<file path="config.mk">
export PLATFORM = sky130hd
export DESIGN_NAME = virtio_mmio_block_register_file
export DESIGN_NICKNAME = d
export VERILOG_FILES = /design/src/hdl/vmbrf_pkg.sv /design/src/hdl/vmbrf_csr.sv /design/src/hdl/vmbrf_dev.sv /design/src/hdl/virtio_mmio_block_register_file.sv
export SDC_FILE = /design/constraint.sdc
export NUM_CORES = 2
export LEC_CHECK = 0
export BUFFER_PORTS_ARGS = -buffer_cell sky130_fd_sc_hd__buf_2
export CORE_UTILIZATION = 60
export DETAILED_ROUTE_END_ITERATION = 16
export PLACE_DENSITY_LB_ADDON = 0.15
export SLEW_MARGIN = 30
export SYNTH_ARGS = -nofsm -noshare
export SYNTH_HDL_FRONTEND = slang
export SYNTH_SLANG_ARGS = --single-unit
</file>
<file path="constraint.sdc">
create_clock -name clock -period 5.9 [get_ports clock]
set_clock_uncertainty 0.1 [all_clocks]
set_input_delay 1.77 -clock clock [delete_from_list [all_inputs] [get_ports clock]]
set_output_delay 1.77 -clock clock [all_outputs]
set_load 0.1 [all_outputs]
</file>
<file path="src/hdl/vmbrf_pkg.sv">
`default_nettype none
// ----------------------------------------------------------------------------
// vmbrf_pkg
// Shared types, register offsets and constants of the virtio-mmio block
// device register front end.
// ----------------------------------------------------------------------------
package vmbrf_pkg;

   // Width of the decoded part of the register offset
   localparam int OFS_W = 9;

   // Request kinds
   typedef enum logic [1:0] {
      OP_READ  = 2'd0,
      OP_WRITE = 2'd1,
      OP_DONE  = 2'd2
   } op_type;

   // Configuration port register indexes
   typedef enum logic [1:0] {
      CSR_BASE     = 2'd0,
      CSR_FEATURES = 2'd1,
      CSR_CAPACITY = 2'd2,
      CSR_GEN      = 2'd3
   } csr_idx_type;

   // Identification words
   localparam logic [31:0] MAGIC_WORD     = 32'h7472_6976;
   localparam logic [31:0] VERSION_WORD   = 32'h0000_0002;
   localparam logic [31:0] DEVICE_ID_WORD = 32'h0000_0002;
   localparam logic [31:0] VENDOR_WORD    = 32'h4d45_5652;
   localparam logic [31:0] MAX_QUEUE_SIZE = 32'd128;
   localparam logic [31:0] SEGMENT_LIMIT  = 32'd128;
   localparam logic [31:0] WORD_MASK      = 32'hFFFF_FFFF;

   localparam logic [63:0] FEATURES_RESET = 64'h0000_0001_0000_0046;

   // Register window offsets
   localparam logic [OFS_W-1:0] OFS_MAGIC      = 9'h000;
   localparam logic [OFS_W-1:0] OFS_VERSION    = 9'h004;
   localparam logic [OFS_W-1:0] OFS_DEVICE_ID  = 9'h008;
   localparam logic [OFS_W-1:0] OFS_VENDOR     = 9'h00c;
   localparam logic [OFS_W-1:0] OFS_DEV_FEAT   = 9'h010;
   localparam logic [OFS_W-1:0] OFS_FEAT_SEL   = 9'h014;
   localparam logic [OFS_W-1:0] OFS_QUEUE_SEL  = 9'h030;
   localparam logic [OFS_W-1:0] OFS_QUEUE_MAX  = 9'h034;
   localparam logic [OFS_W-1:0] OFS_QUEUE_NUM  = 9'h038;
   localparam logic [OFS_W-1:0] OFS_QUEUE_RDY  = 9'h044;
   localparam logic [OFS_W-1:0] OFS_NOTIFY     = 9'h050;
   localparam logic [OFS_W-1:0] OFS_IRQ_STAT   = 9'h060;
   localparam logic [OFS_W-1:0] OFS_IRQ_ACK    = 9'h064;
   localparam logic [OFS_W-1:0] OFS_STATUS     = 9'h070;
   localparam logic [OFS_W-1:0] OFS_DESC_LO    = 9'h080;
   localparam logic [OFS_W-1:0] OFS_DESC_HI    = 9'h084;
   localparam logic [OFS_W-1:0] OFS_DRV_LO     = 9'h090;
   localparam logic [OFS_W-1:0] OFS_DRV_HI     = 9'h094;
   localparam logic [OFS_W-1:0] OFS_DEVR_LO    = 9'h0a0;
   localparam logic [OFS_W-1:0] OFS_DEVR_HI    = 9'h0a4;
   localparam logic [OFS_W-1:0] OFS_GENERATION = 9'h0fc;
   localparam logic [OFS_W-1:0] OFS_CAP_LO     = 9'h100;
   localparam logic [OFS_W-1:0] OFS_CAP_HI     = 9'h104;
   localparam logic [OFS_W-1:0] OFS_SIZE_MAX   = 9'h108;
   localparam logic [OFS_W-1:0] OFS_SEG_MAX    = 9'h10c;

   // Configuration register set
   typedef struct packed {
      logic [63:0] base_address;
      logic [63:0] offered_features;
      logic [63:0] capacity_in_sectors;
      logic [31:0] generation_count;
   } cfg_type;

   // One request after offset translation
   typedef struct packed {
      logic [1:0]  opcode;
      logic [63:0] offset;
      logic [31:0] write_value;
   } req_type;

   // One response
   typedef struct packed {
      logic [31:0] read_value;
      logic        queue_start;
      logic        irq_pending;
   } rsp_type;

endpackage
`default_nettype wire

</file>
<file path="src/hdl/vmbrf_csr.sv">
`default_nettype none
// ----------------------------------------------------------------------------
// vmbrf_csr
// APB configuration registers: window base, offered features, capacity and
// configuration generation.
// ----------------------------------------------------------------------------
module vmbrf_csr (
   input  wire logic               clock,
   input  wire logic               reset,
   input  wire logic               csr_psel,
   input  wire logic               csr_penable,
   input  wire logic               csr_pwrite,
   input  wire logic [4:0]         csr_paddr,
   input  wire logic [63:0]        csr_pwdata,
   output logic      [63:0]        csr_prdata,
   output logic                    csr_pready,
   output vmbrf_pkg::cfg_type      cfg
);
   import vmbrf_pkg::*;

   cfg_type     cfg_ff;
   cfg_type     cfg_in;
   csr_idx_type idx;
   logic        wr_en;

   assign idx        = csr_idx_type'(csr_paddr[4:3]);
   assign wr_en      = csr_psel && csr_penable && csr_pwrite;
   assign csr_pready = 1'b1;
   assign cfg        = cfg_ff;

   // Decode write
   always_comb begin
      cfg_in = cfg_ff;
      if (wr_en) begin
         unique case (idx)
            CSR_BASE:     cfg_in.base_address        = csr_pwdata;
            CSR_FEATURES: cfg_in.offered_features    = csr_pwdata;
            CSR_CAPACITY: cfg_in.capacity_in_sectors = csr_pwdata;
            CSR_GEN:      cfg_in.generation_count    = csr_pwdata[31:0] & WORD_MASK;
            default:      cfg_in = cfg_ff;
         endcase
      end
   end

   // Read back
   always_comb begin
      unique case (idx)
         CSR_BASE:     csr_prdata = cfg_ff.base_address;
         CSR_FEATURES: csr_prdata = cfg_ff.offered_features;
         CSR_CAPACITY: csr_prdata = cfg_ff.capacity_in_sectors;
         CSR_GEN:      csr_prdata = {32'd0, cfg_ff.generation_count};
         default:      csr_prdata = 64'd0;
      endcase
   end

   always_ff @(posedge clock) begin
      if (reset) begin
         cfg_ff.base_address        <= 64'd0;
         cfg_ff.offered_features    <= FEATURES_RESET;
         cfg_ff.capacity_in_sectors <= 64'd0;
         cfg_ff.generation_count    <= 32'd0;
      end else begin
         cfg_ff <= cfg_in;
      end
   end

endmodule
`default_nettype wire

</file>
<file path="src/hdl/vmbrf_dev.sv">
`default_nettype none
// ----------------------------------------------------------------------------
// vmbrf_dev
// Device register state of queue 0 with read mux and write decode; builds
// the response of one request and updates state when the request is taken.
// ----------------------------------------------------------------------------
module vmbrf_dev (
   input  wire logic               clock,
   input  wire logic               reset,
   input  wire vmbrf_pkg::cfg_type cfg,
   input  wire vmbrf_pkg::req_type item,
   input  wire logic               fire,
   output vmbrf_pkg::rsp_type      result
);
   import vmbrf_pkg::*;

   logic [31:0] feature_select_ff, feature_select_in;
   logic [31:0] queue_select_ff,   queue_select_in;
   logic [31:0] queue_length_ff,   queue_length_in;
   logic        queue_enabled_ff,  queue_enabled_in;
   logic [63:0] dtab_addr_ff,      dtab_addr_in;
   logic [63:0] drv_addr_ff,       drv_addr_in;
   logic [63:0] devr_addr_ff,      devr_addr_in;
   logic [31:0] irq_bits_ff,       irq_bits_in;
   logic [31:0] status_ff,         status_in;

   logic             hit;
   logic [OFS_W-1:0] ofs;
   logic [31:0]      wv;
   logic             q0;
   logic [31:0]      rd_mux;
   logic             start;

   assign hit = (item.offset[63:OFS_W] == '0);
   assign ofs = item.offset[OFS_W-1:0];
   assign wv  = item.write_value;
   assign q0  = (queue_select_ff == 32'd0);

   // Read mux over the register window
   always_comb begin
      unique case (ofs)
         OFS_MAGIC:      rd_mux = MAGIC_WORD;
         OFS_VERSION:    rd_mux = VERSION_WORD;
         OFS_DEVICE_ID:  rd_mux = DEVICE_ID_WORD;
         OFS_VENDOR:     rd_mux = VENDOR_WORD;
         OFS_DEV_FEAT:   rd_mux = (feature_select_ff == 32'd0) ?
                                  cfg.offered_features[31:0] : cfg.offered_features[63:32];
         OFS_FEAT_SEL:   rd_mux = feature_select_ff;
         OFS_QUEUE_SEL:  rd_mux = queue_select_ff;
         OFS_QUEUE_MAX:  rd_mux = q0 ? MAX_QUEUE_SIZE : 32'd0;
         OFS_QUEUE_NUM:  rd_mux = queue_length_ff;
         OFS_QUEUE_RDY:  rd_mux = {31'd0, queue_enabled_ff};
         OFS_IRQ_STAT:   rd_mux = irq_bits_ff;
         OFS_STATUS:     rd_mux = status_ff;
         OFS_DESC_LO:    rd_mux = dtab_addr_ff[31:0];
         OFS_DESC_HI:    rd_mux = dtab_addr_ff[63:32];
         OFS_DRV_LO:     rd_mux = drv_addr_ff[31:0];
         OFS_DRV_HI:     rd_mux = drv_addr_ff[63:32];
         OFS_DEVR_LO:    rd_mux = devr_addr_ff[31:0];
         OFS_DEVR_HI:    rd_mux = devr_addr_ff[63:32];
         OFS_GENERATION: rd_mux = cfg.generation_count;
         OFS_CAP_LO:     rd_mux = cfg.capacity_in_sectors[31:0];
         OFS_CAP_HI:     rd_mux = cfg.capacity_in_sectors[63:32];
         OFS_SIZE_MAX:   rd_mux = 32'd0;
         OFS_SEG_MAX:    rd_mux = SEGMENT_LIMIT;
         default:        rd_mux = 32'd0;
      endcase
   end

   // Apply writes and completion events
   always_comb begin
      feature_select_in = feature_select_ff;
      queue_select_in   = queue_select_ff;
      queue_length_in   = queue_length_ff;
      queue_enabled_in  = queue_enabled_ff;
      dtab_addr_in      = dtab_addr_ff;
      drv_addr_in       = drv_addr_ff;
      devr_addr_in      = devr_addr_ff;
      irq_bits_in       = irq_bits_ff;
      status_in         = status_ff;
      start             = 1'b0;

      if (item.opcode == OP_WRITE && hit) begin
         unique case (ofs)
            OFS_FEAT_SEL:  feature_select_in = wv;
            OFS_QUEUE_SEL: queue_select_in   = wv;
            OFS_QUEUE_NUM: if (q0) queue_length_in  = wv;
            OFS_QUEUE_RDY: if (q0) queue_enabled_in = (wv != 32'd0);
            OFS_DESC_LO:   if (q0) dtab_addr_in = {dtab_addr_ff[63:32], wv};
            OFS_DESC_HI:   if (q0) dtab_addr_in = {wv, dtab_addr_ff[31:0]};
            OFS_DRV_LO:    if (q0) drv_addr_in  = {drv_addr_ff[63:32], wv};
            OFS_DRV_HI:    if (q0) drv_addr_in  = {wv, drv_addr_ff[31:0]};
            OFS_DEVR_LO:   if (q0) devr_addr_in = {devr_addr_ff[63:32], wv};
            OFS_DEVR_HI:   if (q0) devr_addr_in = {wv, devr_addr_ff[31:0]};
            OFS_NOTIFY:    start = (wv == 32'd0) && queue_enabled_ff &&
                                   (queue_length_ff != 32'd0);
            OFS_IRQ_ACK:   irq_bits_in = irq_bits_ff & ~wv;
            OFS_STATUS: begin
               if (wv == 32'd0) begin
                  // Device reset keeps the selectors
                  status_in        = 32'd0;
                  irq_bits_in      = 32'd0;
                  queue_enabled_in = 1'b0;
                  queue_length_in  = 32'd0;
                  dtab_addr_in     = 64'd0;
                  drv_addr_in      = 64'd0;
                  devr_addr_in     = 64'd0;
               end else begin
                  status_in = status_ff | wv;
               end
            end
            default: ;
         endcase
      end else if (item.opcode == OP_DONE) begin
         irq_bits_in = irq_bits_ff | 32'd1;
      end
   end

   // Response of the current request
   always_comb begin
      result.read_value  = (item.opcode == OP_READ && hit) ? rd_mux : 32'd0;
      result.queue_start = start;
      result.irq_pending = (irq_bits_in != 32'd0);
   end

   always_ff @(posedge clock) begin
      if (reset) begin
         feature_select_ff <= 32'd0;
         queue_select_ff   <= 32'd0;
         queue_length_ff   <= 32'd0;
         queue_enabled_ff  <= 1'b0;
         dtab_addr_ff      <= 64'd0;
         drv_addr_ff       <= 64'd0;
         devr_addr_ff      <= 64'd0;
         irq_bits_ff       <= 32'd0;
         status_ff         <= 32'd0;
      end else if (fire) begin
         feature_select_ff <= feature_select_in;
         queue_select_ff   <= queue_select_in;
         queue_length_ff   <= queue_length_in;
         queue_enabled_ff  <= queue_enabled_in;
         dtab_addr_ff      <= dtab_addr_in;
         drv_addr_ff       <= drv_addr_in;
         devr_addr_ff      <= devr_addr_in;
         irq_bits_ff       <= irq_bits_in;
         status_ff         <= status_in;
      end
   end

endmodule
`default_nettype wire

</file>
<file path="src/hdl/virtio_mmio_block_register_file.sv">
`default_nettype none
// A request is captured in the input stage register; its response then moves
// into the response register, which offers it until it is taken.
// Throughput: one request per cycle unless responses stall; the response register
// decouples the sides, so an empty input stage takes a request while one waits.
// Reset: synchronous; clears both stage valids, all device state, and loads
// the configuration registers with their reset values.
// ----------------------------------------------------------------------------
// virtio_mmio_block_register_file
// Register front end of a virtio-mmio version 2 block device: request
// stream in, response stream out, APB configuration port.
// ----------------------------------------------------------------------------
module virtio_mmio_block_register_file (
   input  wire logic         clock,
   input  wire logic         reset,
   // request
   input  wire logic         req_tvalid,
   output logic              req_tready,
   input  wire logic [95:0]  req_tdata,   // bus_address[63:0], write_value[95:64]
   input  wire logic [1:0]   req_tuser,   // opcode[1:0]
   // response
   output logic              rsp_tvalid,
   input  wire logic         rsp_tready,
   output logic      [39:0]  rsp_tdata,   // read_value[31:0], queue_start[32],
                                          // irq_pending[33], zero[39:34]
   // configuration
   input  wire logic         csr_psel,
   input  wire logic         csr_penable,
   input  wire logic         csr_pwrite,
   input  wire logic [4:0]   csr_paddr,
   input  wire logic [63:0]  csr_pwdata,
   output logic      [63:0]  csr_prdata,
   output logic              csr_pready
);
   import vmbrf_pkg::*;

   cfg_type cfg;
   req_type req_item_ff, req_item_in;
   logic    req_valid_ff, req_valid_in;
   rsp_type rsp_item_ff, result;
   logic    rsp_valid_ff, rsp_valid_in;
   logic    req_take;
   logic    adv;

   vmbrf_csr u_csr (
      .clock       (clock),
      .reset       (reset),
      .csr_psel    (csr_psel),
      .csr_penable (csr_penable),
      .csr_pwrite  (csr_pwrite),
      .csr_paddr   (csr_paddr),
      .csr_pwdata  (csr_pwdata),
      .csr_prdata  (csr_prdata),
      .csr_pready  (csr_pready),
      .cfg         (cfg)
   );

   vmbrf_dev u_dev (
      .clock  (clock),
      .reset  (reset),
      .cfg    (cfg),
      .item   (req_item_ff),
      .fire   (adv),
      .result (result)
   );

   // Advance the input stage when the response register is free or drains
   assign adv        = req_valid_ff && (!rsp_valid_ff || rsp_tready);
   assign req_tready = !req_valid_ff || adv;
   assign req_take   = req_tvalid && req_tready;

   // Translate the bus address into a window offset on capture
   always_comb begin
      req_item_in.opcode      = req_tuser;
      req_item_in.offset      = req_tdata[63:0] - cfg.base_address;
      req_item_in.write_value = req_tdata[95:64];
      req_valid_in            = req_tready ? req_tvalid : req_valid_ff;
      rsp_valid_in            = adv ? 1'b1 : (rsp_tready ? 1'b0 : rsp_valid_ff);
   end

   always_ff @(posedge clock) begin
      if (reset) begin
         req_valid_ff <= 1'b0;
         rsp_valid_ff <= 1'b0;
      end else begin
         req_valid_ff <= req_valid_in;
         rsp_valid_ff <= rsp_valid_in;
      end
   end

   // Payload registers
   always_ff @(posedge clock) begin
      if (req_take) begin
         req_item_ff <= req_item_in;
      end
      if (adv) begin
         rsp_item_ff <= result;
      end
   end

   assign rsp_tvalid = rsp_valid_ff;
   assign rsp_tdata  = {6'd0, rsp_item_ff.irq_pending, rsp_item_ff.queue_start,
                        rsp_item_ff.read_value};

   // Full pipeline with a stalled response must hold off new requests
   a_full_stall: assert property (@(posedge clock) disable iff (reset)
      (req_valid_ff && rsp_valid_ff && !rsp_tready) |-> !req_tready)
      else $error("request taken while pipeline is full and stalled");

   // An accepted request occupies the input stage next cycle
   a_take_fills: assert property (@(posedge clock) disable iff (reset)
      req_take |=> req_valid_ff)
      else $error("accepted request lost from input stage");

   // A start pulse comes only with a zero read value
   a_start_clean: assert property (@(posedge clock) disable iff (reset)
      (adv && result.queue_start) |=> (rsp_tvalid && rsp_tdata[31:0] == 32'd0))
      else $error("start pulse carries read data");

   // Nothing is offered right after reset
   a_reset_idle: assert property (@(posedge clock)
      $past(reset) |-> !rsp_tvalid)
      else $error("response valid right after reset");

endmodule
`default_nettype wire

</file>
After elaboration in Yosys (flattened, before gate mapping) --
Index checks and enable logic that the tools add are counted.
Word-level totals: bits in registers 711, bits of input ports 174, word-level logic and storage cells 142
Cells by class: eq/ne operators 37, bitwise logic cells 9, add/sub/neg operators 1, reductions and logical operators 48, multiplexer cells 23
Operators by type and width (number):
- $pmux 32 s21 | 1
- $pmux 64 s3 | 3
- $pmux 64 s4 | 1
- $mux 32 | 7
- $mux 64 | 2
- $pmux 32 s2 | 2
- $logic_not 32->1 | 3
- $reduce_bool 32->1 | 3
- $sub 64x64->64 | 1
- $eq 9x8->1 const B | 7
- $logic_not 55->1 | 1
- $eq 9x7->1 const B | 5
- $reduce_and 6->1 | 6
- $and 32x32->32 | 1
- $not 32->32 | 1
- $or 32x32->32 | 1
- $eq 9x6->1 const B | 3
- $eq 9x9->1 const B | 3
- $eq 9x4->1 const B | 2
- $eq 9x5->1 const B | 2
- $ne 2x1->1 const B | 9
- $reduce_bool 2->1 | 9
- $reduce_and 2->1 | 5
- $reduce_and 5->1 | 2
- 14 further kinds | 38

Depth between registers and ports, before layout --
depth after elaboration 5, mapped depth 13

Modules after synthesis --
From an unflattened synthesis, not the netlist that was laid out.
Unflattened totals: cell total of the unflattened synthesis 3957, area total of the unflattened synthesis 35512.8 µm²
Modules (own cells, without submodules):
- vmbrf_dev | area an instance 17107.7 µm², cells an instance 2246, seq. area each 7066.8 µm², instances 1
- vmbrf_csr | area an instance 10359.9 µm², cells an instance 954, seq. area each 4484.3 µm², instances 1
- virtio_mmio_block_register_file | area an instance 8045.2 µm², cells an instance 757, seq. area each 4003.8 µm², instances 1

Worst setup path before layout --
No wires, ideal clock.
kind input to output, from input port csr_paddr[3], to output port csr_prdata[33], buffers on the path 3, cell stages on the path 5, path slack -1132 ps, data arrival time 5162 ps, cells stage by stage clkbuf_1 -> buf_1 -> clkbuf_1 -> mux2i_1 -> o21ai_0
On the way: cells in the longest elaborated chain, start to end 2
Ends and longest elaborated chain:
- from (decl) | RTL line virtio_mmio_block_register_file.sv:30 | input wire logic [4:0] csr_paddr,
- $eq 2x2->1 (tied with other cells) | RTL line vmbrf_csr.sv:47 | unique case (idx)
- $pmux 64 s4 * | RTL line vmbrf_csr.sv:47
- to (decl) | RTL line virtio_mmio_block_register_file.sv:32 | output logic [63:0] csr_prdata,
Mark *: on every way between the ends. The rest lies on a longest branch, timed or not.

Worst setup path in the final report --
from input port csr_paddr[4], to output port csr_prdata[11]
The elaborated chain is that of the path after synthesis.

==> out/qor.yml <==
status:
  status: "completed"
floorplan:
  die_area_um2: 57500
  die_w_um: 240
  die_h_um: 240
  io-pin-count: 281
  start_util_pct: 61.1
  core-area_um2: 55500
  rows: 86
logic_synthesis:
  synthDistinctLibCells: 75
  synthXorXnorAreaFrac_pct: 1.60
  syn_inst: 4119
  yosys-top-cells-area: "dfxtp_1 34%, edfxtp_1 12%, nand2_1 9.9%, a21oi_1 9.3%, nand3_1 4.4%"
  ys_ff_latch: 711
  synth_enable_flop_cells: 132
  muxShareOfSynthArea_pct: 4.18
  yosysWarnings: 0
  synth_compound_area_share_pct: 19.1
  ys_seq_area_share_pct: 45.9
  ys_async_sr_fraction_pct: 0
  yosys.area.top_type_share_pct: 34.2
  synth_largest_area_cell: "dfxtp_1"
  synth_top_family_by_area: "simple AND/OR/NAND/NOR gates"
  synthFlopType: "dfxtp_1"
  synth-simple-area-share_pct: 21.7
  syn_area_um2: 33900
  syn_area_per_cell_um2: 8.23
  synth_fa_ha_area_share_pct: 2.38
detailed_routing:
  post_drt_wl_per_cell_um: 27.0
  drc: 0
  drt_pre_antenna_iters: 9
  via_per_inst: 6.72
  routed_wirelength_um: 135000
  postRouteAntennaNets: 0
  via_count: 33500
  drt_iter0_markers: 5801
sta:
  tightest_slew_ns: 1.12
  period_needed_ns: 5.12
  fmax_mhz: 195
  rsz0062_at_grt: "false"
  fin_crit_sh_pct: 86.8
  tns_ns: 0
  final_max_slew_viol_count: 0
  final-hold-violation-count: 0
  slew_headroom_pct: 25.2
  whs_ns: 0.351
  setup_violations: 0
setup_path:
  path_cells: "buf_4 > buf_4 > mux4_2 > buf_2"
  endpoint_kind: "output port"
  start_kind: "input pin"
  path_max_fanout: 32
  cp.arrival_ns: 3.25
  crit_buf_inv: 3
  critical_path_class: "input pin to output port"
  critPathRequiredTime_ns: 4.03
  max_stage_delay_ns: 0.44
  critPathMostFrequentCell: "buf_4"
  cpLargestDelayFamily: "buffers and inverters"
  worst_path_max_delay_cell: "buf_2"
clock_tree:
  clk_pin_slew_ns: 0.06
  ctsResizeCount: 0
  cts_made_buffers: 75
  clk_latency_ns: 0.65
  cts_hold_buf: 0
  cts_buffer_depth: 3
  cts_post_setup_buffers_inserted: 0
  htreeDepth: 3
  cts_sinks: 711
  cts-root-buf: "clkbuf_16"
  tritoncts: "done"
grt:
  gr-total-overflow: 0
  grtUsageTotal_pct: 46.0
  grt_pass1_vias: 30100
  grt_max_degree: 187
  antenna_found_initial: 13
  grt_pass1_wl_um: 195000
placed_design:
  gp_congestion: 1.07
  port_buffers: 270
  place_area_um2: 36100
  hpwl_um: 92800
cells_and_area:
  fillerInstances: 4627
  area_growth_pct: 14.0
  layout.nets: 4418
  fin_area_um2: 38700
  drive_gt1_share_pct: 13.9
pwr:
  irDropWorstVdd_v: 0.000270
  p_leak_uw: 0.0135
  total_power_uw: 11100
  powerDensity_nw_per_um2: 286
run:
  drv_cap: 0
hold_path:
  hp-class: "register to register"
==> logic make-up after synthesis <==
family,count (synthesis)
simple gates,1650
xor+xnor,62
fa+ha+maj,64
buf+inv,438
flops,711
other cells,2
compound gates,1091
mux,101
==> worst register-to-register path, stage by stage (launching register included) <==
cell and delay, ns:
edfxtp_1 0.54, nor3b_1 0.59, and2_1 0.31, nand3_4 0.61
o21ai_2 0.85, or2_2 0.97, nand2_1 0.17, a21oi_1 0.19
==> synthesized netlist by cell type, types with 53 or more instances <==
cell	n
nand2_1	896
a21oi_1	633
dfxtp_1	579
nand3_1	296
clkbuf_1	281
nor2_1	179
edfxtp_1	132
o21ai_0	129
a22oi_1	79
inv_1	75
nand4_1	71
ha_1	63
mux2i_1	63
nor4_1	53
==> registers in the layout, summed over array words and instances (netlist names) <==
signal,flops
u_csr.cfg,224
req_item_ff,98
u_dev.devr_addr_ff,64
u_dev.drv_addr_ff,64
u_dev.dtab_addr_ff,64
rsp_tdata,34
u_dev.feature_select_ff,32
u_dev.irq_bits_ff,32
u_dev.queue_length_ff,32
u_dev.queue_select_ff,32
u_dev.status_ff,32
req_valid_ff,1
rsp_tvalid,1
u_dev.queue_enabled_ff,1
==> layout make-up <==
class / instances / area, um2 / area share [%]
clock inverters: 14 / 178 / 0.459
repair buffers: 342 / 2460 / 6.35
multi-input cells: 2975 / 16900 / 43.6
clock buffers: 122 / 2400 / 6.21
diodes: 4 / 10.0 / 0.0259
inverters: 75 / 282 / 0.728
flip-flops and latches: 711 / 15600 / 40.2
well taps: 748 / 936 / 2.42
==> report_power, final <==
group | total (uW) | switching (uW) | internal, uW
clock | 4990 | 2060 | 2930
sequential | 5210 | 153 | 5060
combinational | 875 | 614 | 261
==> per-layer routing <==
layer	up-vias	GRT usage (%)	wire [um]
met5	-	0	56
li1	14700	-	-
met1	15800	59.6	48100
met4	10	29.1	9730
met2	2605	67.0	56600
met3	458	13.6	20100
==> through the flow <==
step | setup slack (ns) | cells | utilization, %
after global placement | 0.753 | 4849 | 65.0
after global routing | 0.757 | 4988 | 69.6
after CTS | 0.787 | 4985 | 69.6
after floorplan | -0.383 | 4124 | -
final | 0.777 | 4991 | 69.7
after detailed placement | 0.730 | 4849 | 65.0
==> final timing paths <==
path	from	endpoint	slack (ns)	cells past startpoint
max	csr_paddr[4]	csr_prdata[11]	0.78	4
max reg2reg	req_item_ff[39]	u_dev.dtab_addr_ff[27]	1.51	7
min	u_dev.drv_addr_ff[55]	u_dev.drv_addr_ff[55]	0.35	2
min reg2reg	u_dev.drv_addr_ff[55]	u_dev.drv_addr_ff[55]	0.35	2
==> cells in the final DEF, fill, tap and decap left out, drive strengths merged, types with 13 or more instances in the layout <==
cell type | Yosys | final
nand2 | 897 | 897
a21oi | 635 | 635
dfxtp | 579 | 579
buf | 82 | 341
nand3 | 296 | 296
nor2 | 189 | 189
o21ai | 157 | 157
edfxtp | 132 | 132
clkbuf | 281 | 123
a22oi | 79 | 79
inv | 75 | 78
nand4 | 71 | 71
mux2i | 63 | 63
ha | 63 | 63
nor4 | 56 | 56
a21o | 41 | 41
xnor2 | 40 | 40
nor3 | 40 | 40
a221oi | 39 | 39
a22o | 35 | 35
a222oi | 35 | 35
mux4 | 32 | 32
and3b | 31 | 31
xor2 | 22 | 22
nand2b | 13 | 13
nor2b | 13 | 13
Power figures use the tool's default switching activity.
